## src/hdl/csvp_pkg.sv

```systemverilog
package csvp_pkg;

  // register indexes
  localparam logic [2:0] REG_SKIP_LINES    = 3'd0;
  localparam logic [2:0] REG_LINE_LIMIT    = 3'd1;
  localparam logic [2:0] REG_EMPTY_FILL    = 3'd2;
  localparam logic [2:0] REG_SELECT_ENABLE = 3'd3;
  localparam logic [2:0] REG_COLUMN_MASK   = 3'd4;

  // field scan phases
  localparam logic [2:0] PH_EMPTY = 3'd0;
  localparam logic [2:0] PH_START = 3'd1;
  localparam logic [2:0] PH_INT   = 3'd2;
  localparam logic [2:0] PH_FRAC  = 3'd3;
  localparam logic [2:0] PH_ESIGN = 3'd4;
  localparam logic [2:0] PH_EXP   = 3'd5;

  // characters
  localparam logic [7:0] CH_LF    = 8'h0A;
  localparam logic [7:0] CH_CR    = 8'h0D;
  localparam logic [7:0] CH_COMMA = 8'h2C;
  localparam logic [7:0] CH_MINUS = 8'h2D;
  localparam logic [7:0] CH_PLUS  = 8'h2B;
  localparam logic [7:0] CH_DOT   = 8'h2E;
  localparam logic [7:0] CH_E     = 8'h65;
  localparam logic [7:0] CH_0     = 8'h30;
  localparam logic [7:0] CH_9     = 8'h39;

  localparam logic [39:0] INT_TOP = 40'hFF_FFFF_FFFF;
  localparam logic [8:0]  EXP_TOP = 9'd511;

  typedef struct packed {
    logic [31:0] skip_lines;
    logic [31:0] line_limit;
    logic [63:0] empty_fill;
    logic        select_enable;
    logic [63:0] column_mask;
  } csvp_cfg_t;

  // one result request from scanner to value unit
  typedef struct packed {
    logic        has;
    logic        empty;
    logic [39:0] int_acc;
    logic [29:0] frac_acc;
    logic [3:0]  frac_digits;
    logic [8:0]  exp_acc;
    logic        neg;
    logic        eneg;
    logic        ovf;
    logic [5:0]  col;
    logic [31:0] line;
    logic        eol;
    logic [31:0] done_cnt;
  } csvp_job_t;

  function automatic logic [29:0] pow10(input logic [3:0] n);
    logic [29:0] r;
    case (n)
      4'd0: r = 30'd1;
      4'd1: r = 30'd10;
      4'd2: r = 30'd100;
      4'd3: r = 30'd1000;
      4'd4: r = 30'd10000;
      4'd5: r = 30'd100000;
      4'd6: r = 30'd1000000;
      4'd7: r = 30'd10000000;
      4'd8: r = 30'd100000000;
      default: r = 30'd1000000000;
    endcase
    return r;
  endfunction

endpackage

```

## src/hdl/csvp_fifo.sv

```systemverilog
module csvp_fifo import csvp_pkg::*; (
  input  logic      clk,
  input  logic      rst,
  input  logic      push,
  input  csvp_job_t wdata,
  input  logic      pop,
  output csvp_job_t rdata,
  output logic      full,
  output logic      empty
);

  csvp_job_t  mem [2];
  logic       wptr;
  logic       rptr;
  logic [1:0] count;

  assign full  = (count == 2'd2);
  assign empty = (count == 2'd0);
  assign rdata = mem[rptr];

  always_ff @(posedge clk) begin
    if (push) begin
      mem[wptr] <= wdata;
    end
  end

  always_ff @(posedge clk) begin
    if (rst) begin
      wptr  <= 1'b0;
      rptr  <= 1'b0;
      count <= 2'd0;
    end else begin
      if (push) wptr <= ~wptr;
      if (pop) rptr <= ~rptr;
      case ({push, pop})
        2'b10:   count <= count + 2'd1;
        2'b01:   count <= count - 2'd1;
        default: count <= count;
      endcase
    end
  end

endmodule

```

## src/hdl/csvp_front.sv

```systemverilog
module csvp_front import csvp_pkg::*; #(
  parameter int MAX_COLUMNS = 64,
  parameter int MAX_FRACTION_DIGITS = 9
) (
  input  logic      clk,
  input  logic      rst,
  input  csvp_cfg_t cfg,
  input  logic      take,
  input  logic [7:0] text_byte,
  input  logic      end_of_data,
  output logic      push,
  output csvp_job_t job
);

  localparam logic [6:0] MAX_COL = 7'(MAX_COLUMNS);
  localparam logic [3:0] MAX_FD  = 4'(MAX_FRACTION_DIGITS);

  logic [2:0]  phase, phase_next;
  logic [31:0] line_count, line_count_next;
  logic [5:0]  column_count, column_count_next;
  logic        col_over, col_over_next;
  logic [39:0] int_acc, int_acc_next;
  logic [29:0] frac_acc, frac_acc_next;
  logic [3:0]  frac_digits, frac_digits_next;
  logic [8:0]  exp_acc, exp_acc_next;
  logic [2:0]  flags, flags_next;      // {ovf, eneg, neg}
  logic        prev_cr, prev_cr_next;
  logic [31:0] parsed, parsed_next;
  logic        produced;

  function automatic csvp_job_t make_job(
    input logic has, input logic [2:0] ph, input logic [39:0] ia, input logic [29:0] fa,
    input logic [3:0] fd, input logic [8:0] ea, input logic [2:0] fl,
    input logic [5:0] col, input logic [31:0] line, input logic eol,
    input logic [31:0] dn);
    csvp_job_t j;
    j.has = has;
    j.empty = (ph == PH_EMPTY);
    j.int_acc = ia;
    j.frac_acc = fa;
    j.frac_digits = fd;
    j.exp_acc = ea;
    j.neg = fl[0];
    j.eneg = fl[1];
    j.ovf = fl[2];
    j.col = has ? col : 6'd0;
    j.line = line;
    j.eol = eol;
    j.done_cnt = dn;
    return j;
  endfunction

  always_comb begin
    logic is_lf, is_cr, is_comma, skipping, lim_done, sel, sel2, open;
    logic [3:0]  d;
    logic [2:0]  ph;
    logic [43:0] it;
    logic [33:0] ft;
    logic [12:0] et;
    phase_next        = phase;
    line_count_next   = line_count;
    column_count_next = column_count;
    col_over_next     = col_over;
    int_acc_next      = int_acc;
    frac_acc_next     = frac_acc;
    frac_digits_next  = frac_digits;
    exp_acc_next      = exp_acc;
    flags_next        = flags;
    prev_cr_next      = prev_cr;
    parsed_next       = parsed;
    produced          = 1'b0;
    job               = '0;
    ph                = phase;
    open              = 1'b0;
    sel2              = 1'b0;
    is_lf    = (text_byte == CH_LF);
    is_cr    = (text_byte == CH_CR);
    is_comma = (text_byte == CH_COMMA);
    skipping = (line_count < cfg.skip_lines);
    lim_done = !skipping && (parsed >= cfg.line_limit);
    sel = !col_over && ({1'b0, column_count} < MAX_COL) &&
          (!cfg.select_enable || cfg.column_mask[column_count]);
    d  = 4'(text_byte - CH_0);
    it = ({4'b0, int_acc} << 3) + ({4'b0, int_acc} << 1) + 44'(d);
    ft = ({4'b0, frac_acc} << 3) + ({4'b0, frac_acc} << 1) + 34'(d);
    et = ({4'b0, exp_acc} << 3) + ({4'b0, exp_acc} << 1) + 13'(d);

    if (is_lf && prev_cr) begin
      prev_cr_next = 1'b0;
    end else begin
      prev_cr_next = is_cr;
      if (skipping) begin
        if (is_lf || is_cr) begin
          line_count_next = line_count + 32'd1;
          phase_next = PH_EMPTY;
          int_acc_next = '0; frac_acc_next = '0; frac_digits_next = '0;
          exp_acc_next = '0; flags_next = '0;
        end
      end else if (lim_done) begin
        // surplus text ignored
      end else if (is_lf || is_cr || (end_of_data && is_comma)) begin
        job = make_job(sel, phase, int_acc, frac_acc, frac_digits, exp_acc, flags,
                       column_count, line_count, 1'b1, parsed + 32'd1);
        produced = 1'b1;
        parsed_next = parsed + 32'd1;
        line_count_next = line_count + 32'd1;
        phase_next = PH_EMPTY;
        int_acc_next = '0; frac_acc_next = '0; frac_digits_next = '0;
        exp_acc_next = '0; flags_next = '0;
        column_count_next = '0;
        col_over_next = 1'b0;
      end else if (is_comma) begin
        if (sel) begin
          job = make_job(1'b1, phase, int_acc, frac_acc, frac_digits, exp_acc, flags,
                         column_count, line_count, 1'b0, parsed);
          produced = 1'b1;
        end
        if (!col_over) begin
          if (({1'b0, column_count} + 7'd1) >= MAX_COL) col_over_next = 1'b1;
          else column_count_next = column_count + 6'd1;
        end
        phase_next = PH_EMPTY;
        int_acc_next = '0; frac_acc_next = '0; frac_digits_next = '0;
        exp_acc_next = '0; flags_next = '0;
      end else begin
        ph = (phase == PH_EMPTY) ? PH_START : phase;
        if (text_byte >= CH_0 && text_byte <= CH_9) begin
          if (ph == PH_START || ph == PH_INT) begin
            ph = PH_INT;
            if (it > {4'b0, INT_TOP}) begin
              int_acc_next = INT_TOP;
              flags_next[2] = 1'b1;
            end else begin
              int_acc_next = it[39:0];
            end
          end else if (ph == PH_FRAC) begin
            if (frac_digits < MAX_FD && frac_digits < 4'd9) begin
              frac_acc_next = ft[29:0];
              frac_digits_next = frac_digits + 4'd1;
            end
          end else begin
            ph = PH_EXP;
            exp_acc_next = (et > {4'b0, EXP_TOP}) ? EXP_TOP : et[8:0];
          end
        end else if (text_byte == CH_MINUS) begin
          if (ph == PH_START) flags_next[0] = 1'b1;
          else if (ph == PH_ESIGN) begin
            flags_next[1] = 1'b1;
            ph = PH_EXP;
          end
        end else if (text_byte == CH_PLUS) begin
          if (ph == PH_ESIGN) ph = PH_EXP;
        end else if (text_byte == CH_DOT) begin
          if (ph == PH_START || ph == PH_INT) ph = PH_FRAC;
        end else if (text_byte == CH_E) begin
          if (ph == PH_START || ph == PH_INT || ph == PH_FRAC) ph = PH_ESIGN;
        end
        phase_next = ph;
      end
    end

    if (end_of_data) begin
      if (!produced) begin
        open = (phase_next != PH_EMPTY) || (column_count_next != 6'd0) || col_over_next;
        sel2 = !col_over_next && ({1'b0, column_count_next} < MAX_COL) &&
               (!cfg.select_enable || cfg.column_mask[column_count_next]);
        if (!skipping && !lim_done && open) begin
          job = make_job(sel2, phase_next, int_acc_next, frac_acc_next, frac_digits_next,
                         exp_acc_next, flags_next, column_count_next, line_count_next,
                         1'b1, parsed_next + 32'd1);
        end else begin
          job = make_job(1'b0, PH_EMPTY, '0, '0, '0, '0, '0, '0, line_count_next,
                         1'b0, parsed_next);
        end
        produced = 1'b1;
      end
      phase_next = PH_EMPTY;
      int_acc_next = '0; frac_acc_next = '0; frac_digits_next = '0;
      exp_acc_next = '0; flags_next = '0;
      line_count_next = '0;
      column_count_next = '0;
      col_over_next = 1'b0;
      prev_cr_next = 1'b0;
      parsed_next = '0;
    end
  end

  assign push = take && produced;

  always_ff @(posedge clk) begin
    if (rst) begin
      phase        <= PH_EMPTY;
      line_count   <= '0;
      column_count <= '0;
      col_over     <= 1'b0;
      int_acc      <= '0;
      frac_acc     <= '0;
      frac_digits  <= '0;
      exp_acc      <= '0;
      flags        <= '0;
      prev_cr      <= 1'b0;
      parsed       <= '0;
    end else if (take) begin
      phase        <= phase_next;
      line_count   <= line_count_next;
      column_count <= column_count_next;
      col_over     <= col_over_next;
      int_acc      <= int_acc_next;
      frac_acc     <= frac_acc_next;
      frac_digits  <= frac_digits_next;
      exp_acc      <= exp_acc_next;
      flags        <= flags_next;
      prev_cr      <= prev_cr_next;
      parsed       <= parsed_next;
    end
  end

endmodule

```

## src/hdl/csvp_back.sv

```systemverilog
module csvp_back import csvp_pkg::*; (
  input  logic        clk,
  input  logic        rst,
  input  csvp_cfg_t   cfg,
  input  logic        q_empty,
  input  csvp_job_t   q_data,
  output logic        pop,
  output logic        out_valid,
  input  logic        out_ready,
  output logic signed [63:0] number_value,
  output logic        has_value,
  output logic [5:0]  column_number,
  output logic [31:0] line_number,
  output logic        end_of_line,
  output logic        saturated,
  output logic [31:0] lines_done
);

  localparam logic [1:0] B_IDLE = 2'd0;
  localparam logic [1:0] B_DIV  = 2'd1;
  localparam logic [1:0] B_EXP  = 2'd2;
  localparam logic [1:0] B_HOLD = 2'd3;

  logic [1:0]  state;
  csvp_job_t   job;
  logic [63:0] dq;
  logic [30:0] rem;
  logic [29:0] divisor;
  logic [6:0]  cnt;
  logic [71:0] v;
  logic [8:0]  k;
  logic [3:0]  sub;
  logic [3:0]  rem10;
  logic        ovf;
  logic [63:0] res_val;
  logic        res_sat;
  logic        load_out;

  // restoring divide, one quotient bit per cycle
  logic [31:0] rem_sh;
  logic        ge;
  logic [30:0] rem_step;
  logic [63:0] dq_step;
  assign rem_sh   = {rem, dq[63]};
  assign ge       = rem_sh >= {2'b0, divisor};
  assign rem_step = ge ? 31'(rem_sh - {2'b0, divisor}) : rem_sh[30:0];
  assign dq_step  = {dq[62:0], ge};

  // divide by ten, eight quotient bits per cycle, MSB first
  logic [7:0] q8;
  logic [3:0] r8;
  always_comb begin
    logic [4:0] t;
    r8 = (sub == 4'd0) ? 4'd0 : rem10;
    q8 = '0;
    for (int i = 7; i >= 0; i--) begin
      t = {r8, v[64 + i]};
      if (t >= 5'd10) begin
        q8[i] = 1'b1;
        r8 = 4'(t - 5'd10);
      end else begin
        r8 = t[3:0];
      end
    end
  end

  // saturate and sign
  logic        f_ovf;
  logic [63:0] fin_val;
  logic        fin_sat;
  always_comb begin
    f_ovf = ovf || (v[71:64] != 8'd0);
    if (!job.neg) begin
      fin_sat = f_ovf || v[63];
      fin_val = fin_sat ? 64'h7FFF_FFFF_FFFF_FFFF : v[63:0];
    end else begin
      fin_sat = f_ovf || (v[63:0] > 64'h8000_0000_0000_0000);
      fin_val = fin_sat ? 64'h8000_0000_0000_0000 : (64'd0 - v[63:0]);
    end
  end

  logic fin;
  always_comb begin
    if (!job.eneg)
      fin = (k == job.exp_acc) || ovf || (v[71:64] != 8'd0) || (v == 72'd0);
    else
      fin = (sub == 4'd0) && ((k == job.exp_acc) || (v == 72'd0));
  end

  assign pop      = (state == B_IDLE) && !q_empty;
  assign load_out = (state == B_HOLD) && (!out_valid || out_ready);

  always_ff @(posedge clk) begin
    if (rst) begin
      state <= B_IDLE;
    end else begin
      unique case (state)
        B_IDLE: begin
          if (!q_empty) begin
            job <= q_data;
            if (!q_data.has) begin
              res_val <= '0;
              res_sat <= 1'b0;
              state <= B_HOLD;
            end else if (q_data.empty) begin
              res_val <= cfg.empty_fill;
              res_sat <= 1'b0;
              state <= B_HOLD;
            end else begin
              dq <= {2'b0, q_data.frac_acc, 32'd0};
              rem <= '0;
              divisor <= pow10((q_data.frac_digits > 4'd9) ? 4'd9 : q_data.frac_digits);
              cnt <= 7'd64;
              ovf <= q_data.ovf;
              state <= B_DIV;
            end
          end
        end
        B_DIV: begin
          rem <= rem_step;
          dq <= dq_step;
          cnt <= cnt - 7'd1;
          if (cnt == 7'd1) begin
            v <= {job.int_acc, dq_step[31:0]};
            k <= '0;
            sub <= '0;
            state <= B_EXP;
          end
        end
        B_EXP: begin
          if (fin) begin
            res_val <= fin_val;
            res_sat <= fin_sat;
            state <= B_HOLD;
          end else if (!job.eneg) begin
            v <= (v << 3) + (v << 1);
            k <= k + 9'd1;
          end else begin
            v <= {v[63:0], q8};
            rem10 <= r8;
            if (sub == 4'd8) begin
              sub <= '0;
              k <= k + 9'd1;
            end else begin
              sub <= sub + 4'd1;
            end
          end
        end
        B_HOLD: begin
          if (load_out) state <= B_IDLE;
        end
        default: state <= B_IDLE;
      endcase
    end
  end

  always_ff @(posedge clk) begin
    if (rst) begin
      out_valid <= 1'b0;
    end else if (load_out) begin
      out_valid <= 1'b1;
    end else if (out_ready) begin
      out_valid <= 1'b0;
    end
  end

  always_ff @(posedge clk) begin
    if (load_out) begin
      number_value  <= res_val;
      has_value     <= job.has;
      column_number <= job.col;
      line_number   <= job.line;
      end_of_line   <= job.eol;
      saturated     <= res_sat;
      lines_done    <= job.done_cnt;
    end
  end

endmodule

```

## src/hdl/csv_numeric_field_parser_unit.sv

```systemverilog
// Flow: an empty field or line marker passes the request queue, the value unit's hold
//   state and the output register; a number also passes the fraction divide and the
//   exponent steps. Scanning runs at one byte per cycle while the 2-entry request queue
//   has room; results drain at the value unit's rate.
// Reset: synchronous, active high; clears scan state, queue and output valid, and
//   loads the register reset values.
module csv_numeric_field_parser_unit import csvp_pkg::*; #(
  parameter int MAX_COLUMNS = 64,
  parameter int MAX_FRACTION_DIGITS = 9
) (
  input  logic        clk,
  input  logic        rst,
  // configuration write channel
  input  logic        cfg_valid,
  output logic        cfg_ready,
  input  logic [2:0]  cfg_index,
  input  logic [63:0] cfg_data,
  // text in
  input  logic        in_valid,
  output logic        in_ready,
  input  logic [7:0]  text_byte,
  input  logic        end_of_data,
  // results out
  output logic        out_valid,
  input  logic        out_ready,
  output logic signed [63:0] number_value,
  output logic        has_value,
  output logic [5:0]  column_number,
  output logic [31:0] line_number,
  output logic        end_of_line,
  output logic        saturated,
  output logic [31:0] lines_done
);

  csvp_cfg_t cfg;
  csvp_job_t push_job;
  csvp_job_t q_data;
  logic      push, pop, q_full, q_empty, take;

  // Register writes are always taken; software must write only while idle, the block does not enforce it.
  assign cfg_ready = 1'b1;

  always_ff @(posedge clk) begin
    if (rst) begin
      cfg.skip_lines    <= 32'd0;
      cfg.line_limit    <= 32'hFFFF_FFFF;
      cfg.empty_fill    <= 64'd0;
      cfg.select_enable <= 1'b0;
      cfg.column_mask   <= 64'd0;
    end else if (cfg_valid) begin
      unique case (cfg_index)
        REG_SKIP_LINES:    cfg.skip_lines    <= cfg_data[31:0];
        REG_LINE_LIMIT:    cfg.line_limit    <= cfg_data[31:0];
        REG_EMPTY_FILL:    cfg.empty_fill    <= cfg_data;
        REG_SELECT_ENABLE: cfg.select_enable <= cfg_data[0];
        REG_COLUMN_MASK:   cfg.column_mask   <= cfg_data;
        default: ;
      endcase
    end
  end

  // Every byte yields at most one request, so a free queue slot is enough.
  assign in_ready = !q_full;
  assign take     = in_valid && in_ready;

  // Front: byte scanner, field accumulation, line and column bookkeeping.
  csvp_front #(
    .MAX_COLUMNS(MAX_COLUMNS),
    .MAX_FRACTION_DIGITS(MAX_FRACTION_DIGITS)
  ) u_front (
    .clk(clk), .rst(rst), .cfg(cfg), .take(take),
    .text_byte(text_byte), .end_of_data(end_of_data),
    .push(push), .job(push_job)
  );

  // Decouples the scanner from the multi-cycle value unit.
  csvp_fifo u_fifo (
    .clk(clk), .rst(rst), .push(push), .wdata(push_job),
    .pop(pop), .rdata(q_data), .full(q_full), .empty(q_empty)
  );

  // Back: fraction divide, exponent scaling, saturation, output register.
  csvp_back u_back (
    .clk(clk), .rst(rst), .cfg(cfg),
    .q_empty(q_empty), .q_data(q_data), .pop(pop),
    .out_valid(out_valid), .out_ready(out_ready),
    .number_value(number_value), .has_value(has_value),
    .column_number(column_number), .line_number(line_number),
    .end_of_line(end_of_line), .saturated(saturated), .lines_done(lines_done)
  );

endmodule

```

## config.mk

```make
export PLATFORM = sky130hd
export DESIGN_NAME = csv_numeric_field_parser_unit
export DESIGN_NICKNAME = d
export VERILOG_FILES = /design/src/hdl/csvp_pkg.sv /design/src/hdl/csvp_fifo.sv /design/src/hdl/csvp_front.sv /design/src/hdl/csvp_back.sv /design/src/hdl/csv_numeric_field_parser_unit.sv
export SDC_FILE = /design/constraint.sdc
export NUM_CORES = 2
export LEC_CHECK = 0
export BUFFER_PORTS_ARGS = -buffer_cell sky130_fd_sc_hd__buf_4
export CAP_MARGIN = 20
export CORE_AREA = 2 2 281 421
export CTS_CLUSTER_SIZE = 24
export DETAILED_ROUTE_END_ITERATION = 10
export DIE_AREA = 0 0 283 423
export PLACE_DENSITY = 0.77
export SYNTH_ARGS = -nofsm -noshare
export SYNTH_HDL_FRONTEND = slang
export SYNTH_SLANG_ARGS = --single-unit
```

## constraint.sdc

```tcl
create_clock -name clk -period 10.9 [get_ports clk]
set_input_delay 1.09 -clock clk [delete_from_list [all_inputs] [get_ports clk]]
set_output_delay 1.09 -clock clk [all_outputs]
set_load 0.005 [all_outputs]
```

## Word-level counts from Yosys, hierarchy flattened

Memories as Yosys holds them, arrays and structs flattened. A register that Yosys moved wholly into a read port is not among the register bits.
Index checks and enable logic that the tools add are counted.

- Bits in registers: 878
- Bits in latches: 0
- RAM bits: 318
- ROM bits: 480
- Output and inout bits: 140
- Logic and storage cells: 407
- Memories: 2

- Bitwise logic cells: 6
- Shifts and indexed selects: 0
- Reduce and logical (&&, ||, !) cells: 66
- Eq/ne operators: 34
- Div/mod/pow operators: 0
- Muxes and demuxes: 202
- $lt $le $gt $ge: 21
- Add/subtract/negate cells: 29
- $mul: 0

Memory list:

| name | words | bits a word | rd ports | clocked after Yosys merged registers in | wr ports | RTL line | source |
|---|---|---|---|---|---|---|---|
| (name not given) | 16 | 30 | 1 | 1 | 0 | csvp_pkg.sv:59 | `case (n)` |
| u_fifo.mem | 2 | 159 | 1 | 1 | 1 | csvp_fifo.sv:12 | `csvp_job_t mem [2];` |

Operators with widths:

| kind | count |
|---|---|
| 2-to-1 mux 159 bit | 9 |
| 2-to-1 mux 64 bit | 10 |
| 2-to-1 mux 40 bit | 10 |
| 2-to-1 mux 32 bit | 11 |
| 2-to-1 mux 30 bit | 11 |
| one-hot mux 64 bit (2 select lines) | 2 |
| 2-to-1 mux 72 bit | 3 |
| one-hot mux 72 bit (2 select lines) | 1 |
| 2-to-1 mux 9 bit | 15 |
| 2-to-1 mux 31 bit | 4 |
| 2-to-1 mux 4 bit | 25 |
| adder 32 x 1 -> 32 bit (second input constant) | 3 |
| 2-to-1 mux 3 bit | 26 |
| adder 72 bit | 1 |
| zero test 72 bit | 1 |
| > comparator 64 bit (second input constant) | 1 |
| subtractor 1 x 64 -> 64 bit (first input constant) | 1 |
| one-hot mux 31 bit (2 select lines) | 1 |
| 2-to-1 mux 6 bit | 10 |
| 2-to-1 mux 1 bit | 45 |
| adder 43 x 41 -> 44 bit | 1 |
| adder 44 x 4 -> 44 bit | 1 |
| > comparator 44 x 40 -> 1 bit (second input constant) | 1 |
| >= comparator 5 x 4 -> 1 bit (second input constant) | 8 |
| other kinds (62) | 157 |

## Depth between registers and ports, before layout

- Word-level depth: 23
- Depth in mapped cells: 45
- Depth with buffers taken out: 44

## By module

From an unflattened synthesis, not the netlist that was laid out.

- Cell total of the unflattened synthesis: 6552
- Area, all modules: 67948.9 µm²

Modules (own cells, without submodules):

| module | instances | area an instance (µm²) | seq. area each (µm²) | cells each |
|---|---|---|---|---|
| csvp_back | 1 | 28446.0 | 16275.6 | 2517 |
| csvp_front | 1 | 19598.8 | 3223.1 | 2778 |
| csvp_fifo | 1 | 12091.6 | 9649.3 | 517 |
| csv_numeric_field_parser_unit | 1 | 7812.5 | 3863.7 | 740 |

## Least setup slack after synthesis

Ideal clock, no wire load.

- Path type: register to register
- Start: register u_back.v[1]
- End: register u_back.res_sat (enable)
- Path buffers: 0
- Data arrival time: 10415 ps
- Library setup time: 671 ps
- Required time: 10229 ps
- Stages on the path, launching flop included: 16
- Period minus slack after synthesis: 11086 ps
- Setup slack: -186 ps
- Cell sequence: edfxtp_1 > inv_1 > ha_1 > or3b_2 > or3_1 > nor4_1 > nand4b_1 > or3_1 > nor3_1 > nand2_1 > or2_1 > o31ai_1 > o21ai_0 > nand2_1 > o21ai_0 > nor4b_1

- Cells in the longest elaborated chain, start to end: 6
- Elaborated cells on any way between the ends: 7

RTL lines:

| element | RTL line | source |
|---|---|---|
| from (decl) | csvp_back.sv:30 | `logic [71:0] v;` |
| from (signal assigned) | csvp_back.sv:124 | `v <= {job.int_acc, dq_step[31:0]};` |
| from (signal assigned) | csvp_back.sv:136 | `v <= (v << 3) + (v << 1);` |
| from (signal assigned) | csvp_back.sv:139 | `v <= {v[63:0], q8};` |
| zero test 72 bit * | csvp_back.sv:85, csvp_back.sv:87 |  |
| logical OR 1 bit | csvp_back.sv:87 | `fin = (sub == 4'd0) && ((k == job.exp_acc) \|\| (v == 72'd0));` |
| logical AND 1 bit | csvp_back.sv:87 |  |
| 2-to-1 mux 1 bit * | csvp_back.sv:84 | `if (!job.eneg)` |
| inequality test 2 x 1 -> 1 bit (no line) * | n/a |  |
| AND reduction 5 bit (no line) * | n/a |  |
| to (signal assigned) | csvp_back.sv:133 | `res_sat <= fin_sat;` |
| to (decl) | csvp_back.sv:36 | `logic res_sat;` |

Every way passes the cells marked *; elsewhere a longest branch is shown, timed or not.
A chain may end at the register's enable or synchronous reset.

## Final worst setup path

- Start: register u_back.sub[0]
- End: register u_back.rem10[2], data pin

- Cells in the longest elaborated chain, start to end: 18
- Elaborated cells on any way between the ends: 26

RTL lines:

| element | RTL line | source |
|---|---|---|
| from (decl) | csvp_back.sv:32 | `logic [3:0] sub;` |
| from (signal assigned) | csvp_back.sv:145 | `sub <= sub + 4'd1;` |
| zero test 4 bit * | csvp_back.sv:54 | `r8 = (sub == 4'd0) ? 4'd0 : rem10;` |
| 2-to-1 mux 4 bit * | csvp_back.sv:54 |  |
| subtractor 4 bit / >= comparator 5 x 4 -> 1 bit (equally long branches) | csvp_back.sv:60, csvp_back.sv:58 |  |
| 2-to-1 mux 4 bit * | csvp_back.sv:58 | `if (t >= 5'd10) begin` |
| subtractor 4 bit / >= comparator 5 x 4 -> 1 bit (equally long branches) | csvp_back.sv:60, csvp_back.sv:58 |  |
| 2-to-1 mux 4 bit * | csvp_back.sv:58 |  |
| subtractor 4 bit / >= comparator 5 x 4 -> 1 bit (equally long branches) | csvp_back.sv:60, csvp_back.sv:58 |  |
| 2-to-1 mux 4 bit * | csvp_back.sv:58 |  |
| (+3 left out) | n/a |  |
| 2-to-1 mux 4 bit * | csvp_back.sv:58 |  |
| subtractor 4 bit / >= comparator 5 x 4 -> 1 bit (equally long branches) | csvp_back.sv:60, csvp_back.sv:58 |  |
| 2-to-1 mux 4 bit * | csvp_back.sv:58 |  |
| >= comparator 5 x 4 -> 1 bit / subtractor 4 bit (equally long branches) | csvp_back.sv:58, csvp_back.sv:60 |  |
| 2-to-1 mux 4 bit * | csvp_back.sv:58 |  |
| subtractor 4 bit / >= comparator 5 x 4 -> 1 bit (equally long branches) | csvp_back.sv:60, csvp_back.sv:58 |  |
| 2-to-1 mux 4 bit * | csvp_back.sv:58 |  |
| net u_back.r8[2] | csvp_back.sv:51 | `logic [3:0] r8;` |
| to (signal assigned) | csvp_back.sv:140 | `rem10 <= r8;` |
| to (decl) | csvp_back.sv:33 | `logic [3:0] rem10;` |

The timed path passes the listed nets; every way through them passes the cells marked *.

==> run metrics <==
unrepaired setup endpoints after global routing=false; Tmin final=9.553 ns; die area=0.1197 mm2; crit-path max FO=8; synthesized area=0.06564 mm2; Startpoint Class=flip-flop; buffer depth of the longest clock path=3; Req. time, crit path=11.46 ns; Gate Count Post-Synth=6571; clock net sink count=1220; hold slack=0.3929 ns; hold buffers post-CTS=0; Max Fclk=0.1047 GHz; Pleak=27.27 nW; Hold WC Path Type=reg2reg; CP Class=reg2reg; critical path arrival=10.11 ns; overflow left after global routing=0; PortBufs=219; Slew Limit Headroom=0.2879; vias in the first global route=51030; fin cells=8291; outcome=finished clean; Avg WL per Cell=22.55 um; Clock Power Share=0.296; post-synthesis cell type count=97; Site Rows=153; Syn Nets=7002; DP Wirelength=130300 um; clock insertion delay at the later pin of the skew report=0.78 ns; YS warnings=0; DIE WIDTH=283 um; All-Layer GR Usage=0.3038; initial antenna violation count=4; sequential area share after synthesis=0.5029; setup bufs post-CTS=0; internal power=9.508 mW; largest net degree at the start of global routing=184; post-synthesis average cell area=9.990 um2; Slew @ Worst Pin=1.068 ns; CTS tree=built; P&R area growth vs syn=10.92%; prevailing post-synth register cell=edfxtp_1; H-tree levels=3; Cell Pwr Density=195.6 mW/mm2; critical path's slowest cell=o311ai_1; Via density=6.338; number of CTS-inserted buffers=111; layout cells sized above 1=0.1097; Die Span Y=423 um; Slew Limit Fails=0; DP Worst Slack=1.487 ns; Max-Cap Viols=0; number of synthesized flops with an enable pin=858; worst setup margin=1.347 ns; Top Ports=221; post-cts sizing count=0; final setup vio count=0; P_sw=4.730 mW; CORE AREA=0.1158 mm2; via count=52550; fin nets=7069; setup TNS=0 ns; flops & latches, synth=1220; Area after DPL=0.06877 mm2; DR iter-0 viols=5174; fin area=0.07281 mm2; Largest stage delay, worst path=0.74 ns; Final Hold Vio Count=0; Initial Util=0.5668; detailed-route DRC error count=0; most frequent CP cell=ha_1; final period utilization=0.8764; routability cong.=0.9920; kind of end point of the critical path=flip-flop; skew final=0.06387 ns; Root Buffer=clkbuf_16; peak supply drop=0.0001711 V; Seq pwr share=0.427; first-pass GRT wire length=285900 um; Post-synth ARST share=0; placed insts=8073; clock slew seen by the registers of the worst setup and hold paths=0.07 ns; Sw Share=0.3322; DRT Pass-1 Iters=8; Gate power share=0.277; Routed Antenna Nets=0; WL final=187000 um
[worst max-delay path: cells and delay by family (launching register included)]
| kind | cells | cell delay, ns |
|---|---|---|
| DFF | 1 | 0.43 |
| muxes | 1 | 0.23 |
| adders and majority gates | 9 | 2.29 |
| and+or+nand+nor | 12 | 2.31 |
| buffers and inverters | 4 | 0.53 |
| xor gates and xnor gates | 2 | 0.36 |
| AOI/OAI and AO/OA | 13 | 3.25 |
[final cells by class]
| type | instances | area, um2 |
|---|---|---|
| clock buffer | 137 | 3018 |
| tap | 1550 | 1939 |
| inverter | 198 | 743.2 |
| multi-input combinational | 4801 | 30760 |
| clock inverter | 75 | 955.9 |
| timing repair buffer | 306 | 2370 |
| fill | 9159 | 43010 |
| sequential | 1220 | 33020 |
| antenna | 4 | 10.01 |
[registers in the layout (all words and copies together), names as in the netlist, 40 cells and up, named ones only]
register	cells
u_front.int_acc	40
u_back.number_value	64
u_back.dq	64
u_back.v	72
u_back.res_val	64
cfg	193
u_back.job	123
u_fifo.mem	318
[layout by cell type, fill, tap and decap left out, types with 27 or more instances in the layout]
cell type | Yosys | layout
and2_1 | 75 | 75
mux2i_1 | 100 | 100
buf_4 | 1 | 301
nand4_1 | 48 | 48
nor3_1 | 104 | 102
dfxtp_1 | 362 | 361
or3_1 | 58 | 58
and3_1 | 43 | 42
a31oi_1 | 72 | 71
xor2_1 | 112 | 112
a22o_1 | 61 | 61
mux2_2 | 144 | 144
nor2b_1 | 54 | 53
a22oi_1 | 69 | 69
o21ai_0 | 407 | 406
edfxtp_1 | 858 | 858
clkbuf_16 | 0 | 113
inv_1 | 194 | 194
o21a_1 | 45 | 45
nor4_1 | 36 | 36
a21o_1 | 150 | 150
xnor2_1 | 134 | 134
a21oi_1 | 656 | 653
o22ai_1 | 43 | 43
nand3_1 | 123 | 122
nand2b_1 | 37 | 37
o211ai_1 | 54 | 54
nand3b_1 | 27 | 27
nor2_1 | 541 | 530
ha_1 | 342 | 340
nand2_1 | 866 | 864
o31ai_1 | 43 | 43
[logic make-up (layout without fill, tap and decap cells)]
kind of cell,count (synthesis),in the layout,share of synthesized area
AO/OA/AOI/OAI,1836,1836,0.1726
other,1,5,0.00005713
XOR/XNOR,246,246,0.03282
multiplexers,264,264,0.04681
buffers and inverters,550,716,0.03158
flip-flops,1220,1220,0.5029
AND/OR/NAND/NOR,2104,2104,0.1456
adder cells (fa/ha/maj),350,350,0.06763
[power groups by stage]
stage / combinational (mW) / sequential, mW / clock, mW
6_report: 3.94 / 6.08 / 4.22
3_5_place_dp: 3.87 / 6.16 / 0
4_1_cts: 3.89 / 6.06 / 4.26
2_1_floorplan: 2.78 / 6.06 / 0
5_1_grt: 4.31 / 6.11 / 4.43
3_3_place_gp: 3.82 / 6.14 / 0
[cells in the mapped netlist (13+ instances only)]
master | count | share of area
a211oi_1 | 24 | 0.0027
clkbuf_1 | 319 | 0.018
mux4_2 | 20 | 0.0069
nand4_1 | 48 | 0.0046
mux2_2 | 144 | 0.025
nand3_1 | 123 | 0.0094
nor2b_1 | 54 | 0.0051
nand2_1 | 866 | 0.050
a22o_1 | 61 | 0.0081
o21a_1 | 45 | 0.0051
mux2i_1 | 100 | 0.015
nor3_1 | 104 | 0.0079
o21bai_1 | 24 | 0.0027
a21boi_0 | 18 | 0.0021
or2_2 | 20 | 0.0019
buf_1 | 28 | 0.0016
a221oi_1 | 23 | 0.0031
o31ai_1 | 43 | 0.0049
a22oi_1 | 69 | 0.0079
a21oi_1 | 656 | 0.050
xnor2_1 | 134 | 0.018
and3_1 | 43 | 0.0041
nand2b_1 | 37 | 0.0035
nor2_1 | 541 | 0.031
a21o_1 | 150 | 0.017
a31o_2 | 14 | 0.0019
edfxtp_1 | 858 | 0.39
xor2_1 | 112 | 0.015
o22ai_1 | 43 | 0.0041
nor4_1 | 36 | 0.0034
or3_1 | 58 | 0.0055
o21ai_0 | 407 | 0.031
dfxtp_1 | 362 | 0.11
inv_1 | 194 | 0.011
ha_1 | 342 | 0.065
nand3b_1 | 27 | 0.0031
and2_1 | 75 | 0.0071
o211ai_1 | 54 | 0.0062
a31oi_1 | 72 | 0.0069
and4_1 | 13 | 0.0017
[metrics by stage]
stage          total power, mW  utilization
2_1_floorplan            8.837            -
3_3_place_gp             9.966       0.5937
3_5_place_dp             10.03       0.5938
4_1_cts                  14.22       0.6281
5_1_grt                  14.85       0.6286
6_report                 14.24       0.6287
[path summary, 6_finish.rpt]
path | start | end | slack, ns | depth (start not counted)
setup / recovery | u_back.sub[0] | u_back.rem10[2] | 1.35 | 41
hold / removal | u_back.job[8] | u_back.lines_done[8] | 0.39 | 0
setup reg to reg | u_back.sub[0] | u_back.rem10[2] | 1.35 | 41
hold reg to reg | u_back.job[8] | u_back.lines_done[8] | 0.39 | 0
[per-layer routing]
layer	up-vias	part of all wire	global-route usage
met2	2385	0.48	0.5203
met1	25190	0.37	0.3534
li1	24270	-	-
met5	-	0	0
met3	703	0.077	0.05054
met4	0	0.068	0.1938
No activity file was read; power rests on OpenSTA's default activity.
